$ cat src/rtl/core/vkvt_ram.sv
// Generic single-write, single-read synchronous RAM with a registered read port.
// No dependencies; instantiated by the table core for names and values.
`timescale 1ns / 1ps
`default_nettype none

module vkvt_ram #(
    parameter int WIDTH = 64,
    parameter int DEPTH = 64,
    localparam int AW = (DEPTH > 1) ? $clog2(DEPTH) : 1
) (
    input  wire logic             i_clk,
    input  wire logic             i_we,
    input  wire logic [AW-1:0]    i_waddr,
    input  wire logic [WIDTH-1:0] i_wdata,
    input  wire logic [AW-1:0]    i_raddr,
    output logic      [WIDTH-1:0] o_rdata
);

    logic [WIDTH-1:0] r_mem [DEPTH];
    logic [WIDTH-1:0] r_rdata;

    always_ff @(posedge i_clk) begin
        if (i_we) begin
            r_mem[i_waddr] <= i_wdata;
        end
        r_rdata <= r_mem[i_raddr];
    end

    assign o_rdata = r_rdata;

endmodule

`default_nettype wire

$ cat config.mk
export PLATFORM = sky130hd
export DESIGN_NAME = vkvt_ram
export DESIGN_NICKNAME = d
export VERILOG_FILES = /design/src/rtl/core/vkvt_ram.sv
export SDC_FILE = /design/constraint.sdc
export NUM_CORES = 2
export LEC_CHECK = 0
export BUFFER_PORTS_ARGS = -buffer_cell sky130_fd_sc_hd__buf_2
export CORE_AREA = 2 2 537 539
export DETAILED_ROUTE_END_ITERATION = 8
export DIE_AREA = 0 0 539 541
export HOLD_SLACK_MARGIN = 0.12
export PLACE_DENSITY = 0.7
export RECOVER_POWER = 50
export SLEW_MARGIN = 40
export SYNTH_ARGS = -nofsm -noshare
export SYNTH_HDL_FRONTEND = slang
export SYNTH_SLANG_ARGS = --single-unit
$ cat constraint.sdc
create_clock -name i_clk -period 13.45 [get_ports i_clk]
set_input_delay 2.69 -clock i_clk [delete_from_list [all_inputs] [get_ports i_clk]]
set_output_delay 2.69 -clock i_clk [all_outputs]
set_load 0.01 [all_outputs]
== Word-level counts from Yosys, hierarchy flattened ==
Memories as Yosys holds them, arrays and structs flattened. A register that Yosys moved wholly into a read port is not among the register bits.
Cells that the tools add are included.
Storage, ports and cells
  memories kept: 1
  bits in writable memories: 4096
  output and inout bits: 64
  logic and storage cells: 3
  register bits after elaboration: 0
Cells by class
  mux-type cells: 2
Memories
  r_mem: depth 64, width 64, rd ports 1, clocked after Yosys merged registers in 1, write ports 1, line 19  | logic [WIDTH-1:0] r_mem [DEPTH];
Operators by type and width (number)
  $mux W1: 2

== Longest topological paths before layout ==
  word-level depth: 2
  gate-level depth with buffers: 9

== Worst setup path before layout ==
OpenSTA, ideal clock, no wires.
  path kind: input port to flip-flop
  start: input port i_waddr[3]
  end: memory r_mem[48][0], enable pin
  stages on the path: 4
  path slack: 5.324 ns
  data arrival time: 7.562 ns
  buffers on the path: 1
  setup time: 0.564 ns
  path through: clkbuf_1 > nor2b_1 > nand4b_1 > nor3_1
RTL lines
  from (decl): line 13  | input wire logic [AW-1:0] i_waddr,
  to (decl): line 19
No word-level cell before the write port.

== Worst setup path after layout ==
  start: input port i_waddr[1]
  end: memory r_mem[31][40], enable pin
No word-level cell before the write port.

==> flow_summary.json <==
{
  "status": "complete, but fails checks",
  "violations": "capacitance limit, slew limit",
  "die_h_um": 541,
  "place_congestion": 0.806,
  "cp-end-kind": "flip-flop",
  "yosysSeqAreaShare": 0.795,
  "fin_ws_ns": 7.29,
  "startpoint_type": "input port",
  "hold_path_class": "reg -> reg",
  "clockPowerShare": 0.420,
  "syn-cell-area_mm2": 0.156,
  "max-vdd-ir-drop_uv": 125,
  "grt_pass1_wl_um": 591000,
  "rr_endpoint": "o_rdata[21]",
  "dieWidth_um": 539,
  "combPwrFrac": 0.044,
  "fin_skew_ns": 0.0673,
  "drive_gt1_frac": 0.274,
  "maxCapViolCount": 65,
  "drt_iter0_markers": 12100,
  "fp.dieArea_mm2": 0.292,
  "cp_data_required_time_ns": 13.97,
  "first_global_vias": 76100,
  "cts_tree": "built",
  "drtAntennaViolNets": 0,
  "layout_common_cells": "edfxtp_1 (4096), mux4_2 (1024), clkbuf_16 (414)",
  "wl_um": 426000,
  "finalSetupViolCount": 0,
  "postCtsHoldBufs": 0,
  "clk_path_buf_depth": 4,
  "insertion_delay_ns": 0.95,
  "clock_sinks": 4160,
  "cts.reportedPaths.clkPinSlew_ns": 0.06,
  "cts-resized-gates": 0,
  "cts_buffers": 409,
  "grt_setup_unrepaired": "no",
  "yosys_warnings": 0,
  "final_common_cell": "edfxtp_1",
  "reg2reg_slack_ns": 11.08,
  "nNetsFinal": 7080,
  "cts_setup_buffers": 0,
  "initial_core_util": 0.546,
  "crit_type": "in -> reg",
  "place_hpwl_um": 219000,
  "num_rows": 197,
  "switching_power_w": 0.00561,
  "preCtsSetupSlack_ns": 6.64,
  "crit_path_max_fanout": 37,
  "grt_remaining_overflow": 0,
  "synthCells": 6598,
  "relSlewSlack": -0.974,
  "vias": 77000,
  "first_pass_iters": 5,
  "p_per_area_mw_per_mm2": 153,
  "hold_start": "r_mem[38][34]",
  "seqPwrFrac": 0.536,
  "reg2regPathDepth": 5,
  "finalHoldViolCount": 0,
  "finalCriticalPeriod_ns": 6.16,
  "grt_usage": 0.290,
  "io_buffer_count": 141,
  "power_w": 0.0270,
  "cell_internal_pwr_w": 0.0213,
  "cp.arrival_ns": 6.68,
  "vias_per_cell": 6.91,
  "max_freq_mhz": 162,
  "syn_nets": 6676,
  "cts.root.buffer_cell": "clkbuf_16",
  "core-area_mm2": 0.286,
  "syn2layout_area_growth_pct": 12.8,
  "min_path_cells": 4,
  "finalSetupTns_ns": 0,
  "synth_seq_cells": 4160,
  "switching_share": 0.208,
  "r2r-start": "r_mem[51][21]",
  "syn_area_per_cell_um2": 23.7,
  "slew_viol_final": 4167,
  "drc_errors": 0,
  "grt_max_degree": 114,
  "whs_endpoint": "o_rdata[34]",
  "cts.htree.levels": 5,
  "min_period_over_period": 0.458,
  "worst_pin_slew_ns": 2.96,
  "antenna_found_initial": 36,
  "cellLeakagePower_nw": 54.9,
  "io_pins": 142,
  "wire_per_inst_um": 38.2,
  "synth_cell_types": 33
}
## cell type report
cell class	count	area, um^2
sequential	4160	124000
fill	19000	110000
multi-input combinational	2049	30800
clock buffer	560	11300
tap	3781	4730
timing repair buffer	363	3120
clock inverter	190	2020
inverter	19	71.3
antenna	22	55.1
## critical path: stages
cell      delay (ns)
clkbuf_1        0.30
nand4_1         0.50
nor2_4          0.21
clkbuf_1        2.09
buf_6           0.82
## how the worst max path moves through the flow
| stage | start | endpoint | slack (ns) | cells past startpoint |
|---|---|---|---|---|
| finish | i_waddr[1] | r_mem[31][40] | 7.29 | 5 |
| global route | i_raddr[0] | o_rdata[15] | 7.23 | 11 |
| CTS | i_raddr[0] | o_rdata[15] | 7.62 | 9 |
| detailed placement | i_raddr[0] | o_rdata[15] | 6.64 | 9 |
| global placement | i_raddr[0] | o_rdata[15] | 6.42 | 9 |
| floorplan | i_waddr[3] | r_mem[48][0] | 5.32 | 4 |
## flip-flops by register name (all words and copies together), names as in the netlist
register and cells:
o_rdata 64, r_mem 4096
## logic make-up after synthesis
| kind of cell | after synthesis | share of synthesized area |
|---|---|---|
| flip-flops | 4160 | 0.795 |
| multiplexers | 1159 | 0.156 |
| AND/OR/NAND/NOR | 386 | 0.0124 |
| buffers and inverters | 389 | 0.0118 |
| AO/OA/AOI/OAI | 504 | 0.0248 |
## layer usage
metal,vias up,wire length (um),global-route usage
li1,29300,-,-
met1,41400,158000,0.408
met2,5423,205000,0.456
met3,848,46700,0.0578
met4,8,17000,0.112
met5,-,47,0.00115
## power groups by stage
stage          clock network, W  registers [W]  logic, W
6_report                 0.0113         0.0144   0.00120
2_1_floorplan                 0         0.0147  0.000668
4_1_cts                  0.0114         0.0144   0.00120
5_1_grt                  0.0119         0.0144   0.00126
3_3_place_gp                  0         0.0147   0.00116
3_5_place_dp                  0         0.0147   0.00120
## stage by stage
stage	std cells	utilization	hold WS (ns)	cell area [um^2]
global placement	10300	0.566	0.819	162000
finish	11100	0.616	0.822	176000
global route	11100	0.615	0.862	176000
detailed placement	10400	0.569	0.808	163000
floorplan	6598	-	0.788	156000
CTS	11100	0.616	0.830	176000
## cells in the mapped netlist, drive strengths merged
| cell | n | area share |
|---|---|---|
| nor2b | 28 | 0.0011 |
| nor2 | 112 | 0.0027 |
| nand3 | 45 | 0.0014 |
| or3b | 1 | 0.000056 |
| a31o | 1 | 0.000056 |
| nor3 | 2 | 0.000064 |
| o22ai | 83 | 0.0033 |
| o221ai | 38 | 0.0021 |
| nand4 | 2 | 0.000080 |
| nand2b | 11 | 0.00044 |
| edfxtp | 4096 | 0.79 |
| nand2 | 58 | 0.0014 |
| a2bb2oi | 19 | 0.0011 |
| nand3b | 2 | 0.000096 |
| clkbuf | 140 | 0.0034 |
| mux4 | 1024 | 0.15 |
| dfxtp | 64 | 0.0082 |
| mux2i | 135 | 0.0086 |
| and3 | 64 | 0.0026 |
| inv | 19 | 0.00046 |
| or2 | 28 | 0.0011 |
| a22o | 88 | 0.0049 |
| buf | 230 | 0.0080 |
| and2 | 3 | 0.00012 |
| a31oi | 18 | 0.00072 |
| a211oi | 63 | 0.0030 |
| a41oi | 26 | 0.0015 |
| a22oi | 168 | 0.0081 |
| or3 | 29 | 0.0012 |
| nand4b | 1 | 0.000056 |
Power figures use the tool's default switching activity.
